`config.mk`:
```
export PLATFORM = sky130hd
export DESIGN_NAME = modular_exponentiation_top
export DESIGN_NICKNAME = d
export VERILOG_FILES = /design/src/mme_pkg.sv /design/src/mme_modred.sv /design/src/mme_modmul.sv /design/src/modular_exponentiation_top.sv
export SDC_FILE = /design/constraint.sdc
export NUM_CORES = 2
export LEC_CHECK = 0
export ABC_AREA = 1
export BUFFER_PORTS_ARGS = -buffer_cell sky130_fd_sc_hd__clkbuf_2
export CAP_MARGIN = 20
export CORE_UTILIZATION = 35
export DETAILED_ROUTE_END_ITERATION = 6
export PLACE_DENSITY_LB_ADDON = 0.1
export RECOVER_POWER = 50
export SYNTH_ARGS = -nofsm -noshare
export SYNTH_HDL_FRONTEND = slang
export SYNTH_SLANG_ARGS = --single-unit
```
`constraint.sdc`:
```
create_clock -name clk -period 12.6 [get_ports clk]
set_clock_uncertainty 0.15 [all_clocks]
set_input_delay 1.26 -clock clk [delete_from_list [all_inputs] [get_ports clk]]
set_output_delay 1.26 -clock clk [all_outputs]
set_load 0.01 [all_outputs]
```
`src/mme_pkg.sv`:
```
package mme_pkg;

  // Width of every payload port.
  localparam int FIELD_WIDTH = 64;

  // Default operand width; only the low bits of each field are used.
  localparam int OPERAND_WIDTH_DEFAULT = 64;

  typedef enum logic [2:0] {
    ST_IDLE,
    ST_REDUCE,
    ST_LAUNCH,
    ST_MULT,
    ST_FINISH
  } state_t;

endpackage

```
`src/mme_modred.sv`:
```
// Bit-serial restoring reduction: remainder = dividend mod m, one bit per cycle.
module mme_modred #(
  parameter int W = mme_pkg::OPERAND_WIDTH_DEFAULT
) (
  input  logic         clk,
  input  logic         rst,
  input  logic         start,
  input  logic [W-1:0] dividend,
  input  logic [W-1:0] m,
  output logic         done,
  output logic [W-1:0] remainder
);

  localparam int CW = (W > 1) ? $clog2(W) : 1;

  logic [W-1:0]  rem;
  logic [W-1:0]  dreg;
  logic [CW-1:0] cnt;
  logic          running;
  logic [W:0]    trial;
  logic [W:0]    trial_diff;

  // Shift in the next dividend bit, subtract the modulus if it fits.
  assign trial      = {rem, dreg[W-1]};
  assign trial_diff = trial - {1'b0, m};

  always_ff @(posedge clk) begin
    if (rst) begin
      running <= 1'b0;
      done    <= 1'b0;
    end else begin
      done <= 1'b0;
      if (start && !running) begin
        running <= 1'b1;
        rem     <= '0;
        dreg    <= dividend;
        cnt     <= '0;
      end else if (running) begin
        rem  <= (trial >= {1'b0, m}) ? trial_diff[W-1:0] : trial[W-1:0];
        dreg <= {dreg[W-2:0], 1'b0};
        cnt  <= cnt + 1'b1;
        if (cnt == CW'(W - 1)) begin
          running <= 1'b0;
          done    <= 1'b1;
        end
      end
    end
  end

  assign remainder = rem;

endmodule

```
`src/mme_modmul.sv`:
```
// Bit-serial modular multiplier: product = x * y mod m, x and y below m.
// Scans y from its top bit; each bit takes a doubling step and then an add step.
module mme_modmul #(
  parameter int W = mme_pkg::OPERAND_WIDTH_DEFAULT
) (
  input  logic         clk,
  input  logic         rst,
  input  logic         start,
  input  logic [W-1:0] x,
  input  logic [W-1:0] y,
  input  logic [W-1:0] m,
  output logic         done,
  output logic [W-1:0] product
);

  localparam int CW = (W > 1) ? $clog2(W) : 1;

  logic [W-1:0]  acc;
  logic [W-1:0]  yreg;
  logic [CW-1:0] cnt;
  logic          phase;
  logic          running;
  logic [W:0]    dbl_sum;
  logic [W:0]    dbl_diff;
  logic [W:0]    add_sum;
  logic [W:0]    add_diff;
  logic [W-1:0]  dbl_mod;
  logic [W-1:0]  add_mod;

  // A separate add and compare path per phase; carry kept in the extra bit.
  assign dbl_sum  = {1'b0, acc} + {1'b0, acc};
  assign dbl_diff = dbl_sum - {1'b0, m};
  assign dbl_mod  = (dbl_sum >= {1'b0, m}) ? dbl_diff[W-1:0] : dbl_sum[W-1:0];
  assign add_sum  = {1'b0, acc} + {1'b0, x};
  assign add_diff = add_sum - {1'b0, m};
  assign add_mod  = (add_sum >= {1'b0, m}) ? add_diff[W-1:0] : add_sum[W-1:0];

  always_ff @(posedge clk) begin
    if (rst) begin
      running <= 1'b0;
      done    <= 1'b0;
    end else begin
      done <= 1'b0;
      if (start && !running) begin
        running <= 1'b1;
        phase   <= 1'b0;
        cnt     <= '0;
        acc     <= '0;
        yreg    <= y;
      end else if (running) begin
        if (!phase) begin
          acc   <= dbl_mod;
          phase <= 1'b1;
        end else begin
          if (yreg[W-1]) begin
            acc <= add_mod;
          end
          yreg  <= {yreg[W-2:0], 1'b0};
          phase <= 1'b0;
          cnt   <= cnt + 1'b1;
          if (cnt == CW'(W - 1)) begin
            running <= 1'b0;
            done    <= 1'b1;
          end
        end
      end
    end
  end

  assign product = acc;

endmodule

```
`src/modular_exponentiation_top.sv`:
```
// Modular exponentiation, right-to-left square-and-multiply: power_result =
// base_value ^ exponent_value mod modulus_value, on the low OPERAND_WIDTH bits
// of each field. A transfer in happens at a rising edge with start high and
// busy low; busy then stays high until the result has been shown. The result
// is flagged by done, high for exactly one cycle, and the receiver
// cannot stall it: sample it in that cycle or lose it. A zero exponent
// returns 1 (unreduced, even for modulus 1) and a zero modulus with a
// nonzero exponent returns 0, both with done high in the cycle right after
// the transfer. Otherwise the base is first reduced by a bit-serial
// divider, then every exponent bit up to the highest set one costs one pass
// of two bit-serial modular multipliers running side by side.
module modular_exponentiation_top #(
  parameter int OPERAND_WIDTH = mme_pkg::OPERAND_WIDTH_DEFAULT
) (
  input  logic                            clk,
  input  logic                            rst,
  input  logic                            start,
  output logic                            busy,
  output logic                            done,
  input  logic [mme_pkg::FIELD_WIDTH-1:0] base_value,
  input  logic [mme_pkg::FIELD_WIDTH-1:0] exponent_value,
  input  logic [mme_pkg::FIELD_WIDTH-1:0] modulus_value,
  output logic [mme_pkg::FIELD_WIDTH-1:0] power_result
);

  import mme_pkg::*;

  localparam int W = OPERAND_WIDTH;

  state_t state, state_next;

  // Working registers: current base power, running product, modulus and
  // the exponent bits not yet consumed.
  logic [W-1:0]           base_pow;
  logic [W-1:0]           acc;
  logic [W-1:0]           modulus;
  logic [W-1:0]           expo;
  logic [FIELD_WIDTH-1:0] result;

  logic         red_start, red_done;
  logic [W-1:0] red_rem;
  logic         mul_start;
  logic         mul_done, sq_done;
  logic [W-1:0] mul_prod, sq_prod;
  logic [W-1:0] acc_upd;
  logic         accept;

  logic [W-1:0] base_in, expo_in, mod_in;

  assign base_in = base_value[W-1:0];
  assign expo_in = exponent_value[W-1:0];
  assign mod_in  = modulus_value[W-1:0];

  assign accept = start && !busy;

  // Take the multiply result only when the current exponent bit is set.
  assign acc_upd = expo[0] ? mul_prod : acc;

  // Reduce the base modulo the modulus before the power loop.
  mme_modred #(.W(W)) u_reduce (
    .clk       (clk),
    .rst       (rst),
    .start     (red_start),
    .dividend  (base_pow),
    .m         (modulus),
    .done      (red_done),
    .remainder (red_rem)
  );

  // Running product times base power.
  mme_modmul #(.W(W)) u_mul (
    .clk     (clk),
    .rst     (rst),
    .start   (mul_start),
    .x       (acc),
    .y       (base_pow),
    .m       (modulus),
    .done    (mul_done),
    .product (mul_prod)
  );

  // Base power squared; runs in lockstep with the multiply.
  mme_modmul #(.W(W)) u_square (
    .clk     (clk),
    .rst     (rst),
    .start   (mul_start),
    .x       (base_pow),
    .y       (base_pow),
    .m       (modulus),
    .done    (sq_done),
    .product (sq_prod)
  );

  always_ff @(posedge clk) begin
    if (rst) begin
      state <= ST_IDLE;
    end else begin
      state <= state_next;
    end
  end

  // Next state and unit strobes.
  always_comb begin
    state_next = state;
    red_start  = 1'b0;
    mul_start  = 1'b0;
    busy       = 1'b1;
    done       = 1'b0;
    case (state)
      ST_IDLE: begin
        busy = 1'b0;
        if (start) begin
          if (expo_in == '0 || mod_in == '0) begin
            state_next = ST_FINISH;
          end else begin
            state_next = ST_REDUCE;
          end
        end
      end
      ST_REDUCE: begin
        // Load the divider on the first cycle here; drop the strobe once it
        // ends so it does not start over.
        red_start = !red_done;
        if (red_done) begin
          state_next = ST_LAUNCH;
        end
      end
      ST_LAUNCH: begin
        mul_start  = 1'b1;
        state_next = ST_MULT;
      end
      ST_MULT: begin
        if (mul_done && sq_done) begin
          state_next = (expo[W-1:1] == '0) ? ST_FINISH : ST_LAUNCH;
        end
      end
      ST_FINISH: begin
        done       = 1'b1;
        state_next = ST_IDLE;
      end
      default: begin
        state_next = ST_IDLE;
      end
    endcase
  end

  // Datapath registers.
  always_ff @(posedge clk) begin
    case (state)
      ST_IDLE: begin
        if (accept) begin
          base_pow <= base_in;
          modulus  <= mod_in;
          expo     <= expo_in;
          if (expo_in == '0) begin
            result <= FIELD_WIDTH'(1);
          end else begin
            result <= '0;
          end
        end
      end
      ST_REDUCE: begin
        if (red_done) begin
          base_pow <= red_rem;
          // Starting product 1 is already reduced unless the modulus is 1.
          acc      <= (modulus == W'(1)) ? '0 : W'(1);
        end
      end
      ST_MULT: begin
        if (mul_done && sq_done) begin
          acc      <= acc_upd;
          base_pow <= sq_prod;
          expo     <= {1'b0, expo[W-1:1]};
          result   <= FIELD_WIDTH'(acc_upd);
        end
      end
      default: begin
      end
    endcase
  end

  assign power_result = result;

endmodule
```
[Word-level counts from Yosys, hierarchy flattened]
Cells that the tools add are included.
W data, S select, Z words.
Storage, ports and cells
  output and inout port bits: 66
  bits in writable memories: 0
  bits in read-only memories: 0
  bits in registers: 733
  bits in latches: 0
  logic and storage cells: 165
  memories: 0
Operators by class
  shift-type cells: 0
  order comparisons: 5
  equality and inequality tests: 14
  $mul: 0
  bitwise operators: 6
  muxes and demuxes: 68
  add/subtract/negate cells: 12
  divide/modulo/power cells: 0
  reduce and logical (&&, ||, !) cells: 37
Operators with widths (number)
  $mux W64: 29
  $pmux W64 S2: 3
  $ge A65 B64 Y1: 5
  $sub A64 B64 Y64: 5
  $add A64 B64 Y65: 4
  $pmux W64 S3: 1
  $logic_not A64 Y1: 2
  $eq A64 B1 Y1 const B: 1
  $logic_not A63 Y1: 1
  $mux W6: 5
  $mux W1: 24
  $reduce_and A3 Y1: 7
  $add A6 B1 Y6 const B: 3
  $eq A6 B6 Y1 const B: 3
  $mux W3: 5
  $reduce_bool A2 Y1: 7
  $pmux W3 S4: 1
  $reduce_and A2 Y1: 4
  $reduce_or A4 Y1: 2
  $eq A3 B2 Y1 const B: 2
  $ne A2 B2 Y1 const B: 3
  $ne A3 B2 Y1 const B: 2
  $not A1 Y1: 6
  $logic_and A1 B1 Y1: 5
  other kinds (9): 12

[Depth between registers and ports, before layout]
  depth in word-level cells: 6
  gate-level depth with buffers: 33
  depth with buffers taken out: 32

[Cells and area by module]
A second synthesis with hierarchy kept.
Unflattened totals
  cell total of the unflattened synthesis: 10826
  area, all modules: 70675.3 sq um
Modules (own cells, without submodules)
  mme_modmul at u_square: area an instance 22376.5 sq um, instances 1, cells each 3870, seq. area each 4093.9 sq um
  mme_modmul at u_mul: area an instance 21728.3 sq um, instances 1, cells each 3691, seq. area each 4093.9 sq um
  modular_exponentiation_top: area an instance 13872.1 sq um, instances 1, cells each 1205, seq. area each 9669.3 sq um
  mme_modred: area an instance 12698.4 sq um, instances 1, cells each 2060, seq. area each 4063.9 sq um

[Worst setup path after synthesis]
No wires, ideal clock.
  path kind: input -> register
  start point: in start
  end point: reg expo[0] (enable)
  stages: 2
  arrival: 10.240 ns
  setup time: 0.792 ns
  path slack: 1.418 ns
  buffers on the path: 0
  cells stage by stage: inv_1 > o21ai_0
On the way
  word-level cells in the longest chain between the ends: 3
Ends and longest elaborated chain
  start, declared: RTL line modular_exponentiation_top.sv:17  | input logic start,
  $logic_and A1 B1 Y1: RTL line modular_exponentiation_top.sv:54  | assign accept = start && !busy;
  $ne A2 B2 Y1 (no source line)
  $reduce_and A3 Y1 (no source line)
  end signal, assigned: RTL line modular_exponentiation_top.sv:154  | expo <= expo_in;
  end signal, assigned: RTL line modular_exponentiation_top.sv:173  | expo <= {1'b0, expo[W-1:1]};
  end, declared: RTL line modular_exponentiation_top.sv:37  | logic [W-1:0] expo;
No other way between the ends.
A chain may end at the register's enable or synchronous reset.

[Worst setup path in the final report]
  start point: reg state[0]
  end point: reg result[18], in the netlist power_result[18] (enable)
On the way
  word-level cells in the longest chain between the ends: 4
Ends and longest elaborated chain
  start, declared: RTL line modular_exponentiation_top.sv:30  | state_t state, state_next;
  start signal, assigned: RTL line modular_exponentiation_top.sv:98  | state <= state_next;
  $logic_not A3 Y1: RTL line modular_exponentiation_top.sv:109, modular_exponentiation_top.sv:149
  $logic_and A1 B1 Y1: RTL line modular_exponentiation_top.sv:54
  $ne A2 B2 Y1 (no source line)
  $reduce_and A3 Y1 (no source line) (*)
  end signal, assigned: RTL line modular_exponentiation_top.sv:174  | result <= FIELD_WIDTH'(acc_upd);
  end, declared: RTL line modular_exponentiation_top.sv:38  | logic [FIELD_WIDTH-1:0] result;
Every way passes the cells marked *; elsewhere a longest branch is shown, timed or not.

==> metrics.cfg <==
[outcome]
status=finished, violations left
violations=DRC, capacitance limit, slew limit

[cells_and_area]
register_area_um2=21900
drive_above_1_share_pct=4.97
final_cell_area_um2=77300
area_growth_pct=10.7
fill_cells=21600
multiInputGateArea_um2=40700
fin_nets=11400

[clock_network]
cts_resized=0
cts-root-buf=clkbuf_16
cts_buffers=92
clk_pin_slew_ns=0.06
cts_sinks=733
cts.path.max_buffers=3
clock_latency_ns=0.81
cts_hold_buffers=0
cts_tree=built
cts_max_level=3
cts_setup_buffers=0

[grt]
grt_pass1_vias=74100
antenna_found_initial=40
grt-ovfl-total=0
grtUsageTotal_pct=39.1
grt_start_max_net_pins=129
grt_pass1_wl_um=557000

[setup_path]
critPathLaunchType=flip-flop
crit_path_max_fanout=128
worstSetupEndpointType=flip-flop
cp_data_required_time_ns=12.62
path_class=reg2reg
worstPathArrival_ns=8.94

[yosys]
synth_cell_type_count=58
synth_seq_cells=733
synth_edf_count=724
synth_top_area_share_pct=31.1
syn-num-nets=11100
syn_area_um2=69800
async_flop_share_pct=0
ys.flop_type=edfxtp_1
seq_area_frac_synth_pct=31.4
yosys_warnings=0
yosysMostFrequentCell=nand2_1
syn-instance-count=10500
syn_area_per_cell_um2=6.66
yosys.area.top_type=edfxtp_1
synth_common_cells=nand2_1 (3,095), inv_1 (1,637), nor2_1 (1,094)
yosys-top-cells-area=edfxtp_1 (31%), nand2_1 (17%), inv_1 (8.8%)

[sta]
setup_tns_ns=0
hold_violations=0
finalCritPeriodShare_pct=70.8
fmaxAchievable_ghz=0.112
slew_headroom_pct=-384
finalSetupViolCount=0
finalCriticalPeriod_ns=8.93
rsz0062_at_grt=false
worst_slew_pin_slew_ns=7.26
maxSlewViolCount=968

[pwr]
p_leak_nw=35.8
p_sw_mw=8.38
ir_drop_v=0.000119
clkPwrFrac_pct=18.9
pwr-share-comb_pct=59.1
power.density_nw_per_um2=204
power.share.sequential_pct=22.0
power.internal_mw=7.36
switching_share_pct=53.2
power_mw=15.7

[detailed_routing]
wirelength_um=406000
wire_per_inst_um=30.1
dr_total_vias=75600
drc=10
via_per_inst=5.62
ant_nets=0
first_iter_violations=7889
dr.pass1.iters=7

[hold_path]
holdCritPathClass=reg2reg

[floorplan]
die_x_um=449
coreArea_um2=198000
ioPinCount=261
rows=163
dieArea_um2=201000
die_h_um=449
start_util_pct=35.3

[run]
max-cap-violations=20

[placement]
hpwl_um=341000
placed_area_um2=74200
portBuffers=260
gp_congestion=1.17

==> through the flow <==
stage	hold slack, ns	setup WS [ns]	cells	util (%)
6_report	0.350	3.67	13500	39.1
5_1_grt	0.389	3.05	13400	39.1
4_1_cts	0.358	5.50	13400	39.2
3_5_place_dp	0.344	5.55	13300	37.5
3_3_place_gp	0.348	5.46	13300	37.5
2_1_floorplan	0.313	1.42	10500	-
==> cell families after synthesis <==
kind of cell    share of synthesized area [%]
flops                                    31.4
compound gates                           12.2
mux                                      1.03
simple gates                             33.5
buf+inv                                  10.5
xor+xnor                                 3.17
fa+ha+maj                                8.29
==> layout by cell type, fill, tap and decap left out, drive strengths merged, types with 96 or more instances in the layout <==
cell and instances:
a21oi 680, clkbuf 372, nand4 122, inv 1657, o21ai 661, xnor2 122, nor2 1105, ha 451
nand3b 127, nand2 3117, nand3 828, xor2 131, nor3 96, nor4 100, edfxtp 724
==> final timing paths <==
check                       from               end  slack [ns]  depth (start not counted)
setup / recovery        state[0]  power_result[18]        3.67                          8
hold reg to reg   u_mul.yreg[25]    u_mul.yreg[26]        0.35                          2
hold / removal    u_mul.yreg[25]    u_mul.yreg[26]        0.35                          2
setup reg to reg        state[0]  power_result[18]        3.67                          8
==> layer usage <==
layer	GRT usage, %	vias to the layer above	part of all wire [%]
li1	-	34900	-
met3	7.30	982	7.3
met1	43.9	36200	37
met5	0	-	0.030
met4	31.1	20	9.3
met2	65.0	3525	46
==> power groups by stage <==
stage	clock network, mW	logic (mW)	registers (mW)
final	2.97	9.30	3.46
after detailed placement	0	9.00	3.48
after global placement	0	9.06	3.47
after floorplan	0	5.49	3.41
after CTS	3.00	9.04	3.44
after global routing	3.07	9.93	3.48
==> worst max-delay path, cell delays in order (launching register included) <==
cell	delay, ns
dfxtp_1	0.38
inv_1	0.06
nor2_1	0.09
inv_1	0.30
nor2_1	0.34
clkbuf_1	1.23
nand3_1	0.37
o21ai_4	0.14
clkbuf_1	4.90
==> final cells by class <==
class / count / area share (%)
Inverter: 1652 / 8.04
Multi-Input combinational cell: 7885 / 52.6
Antenna cell: 20 / 0.0648
Sequential cell: 733 / 28.4
Clock buffer: 97 / 3.00
Timing Repair Buffer: 355 / 2.38
Tap cell: 2640 / 4.28
Clock inverter: 77 / 1.24
No activity file was read; power rests on OpenSTA's default activity.
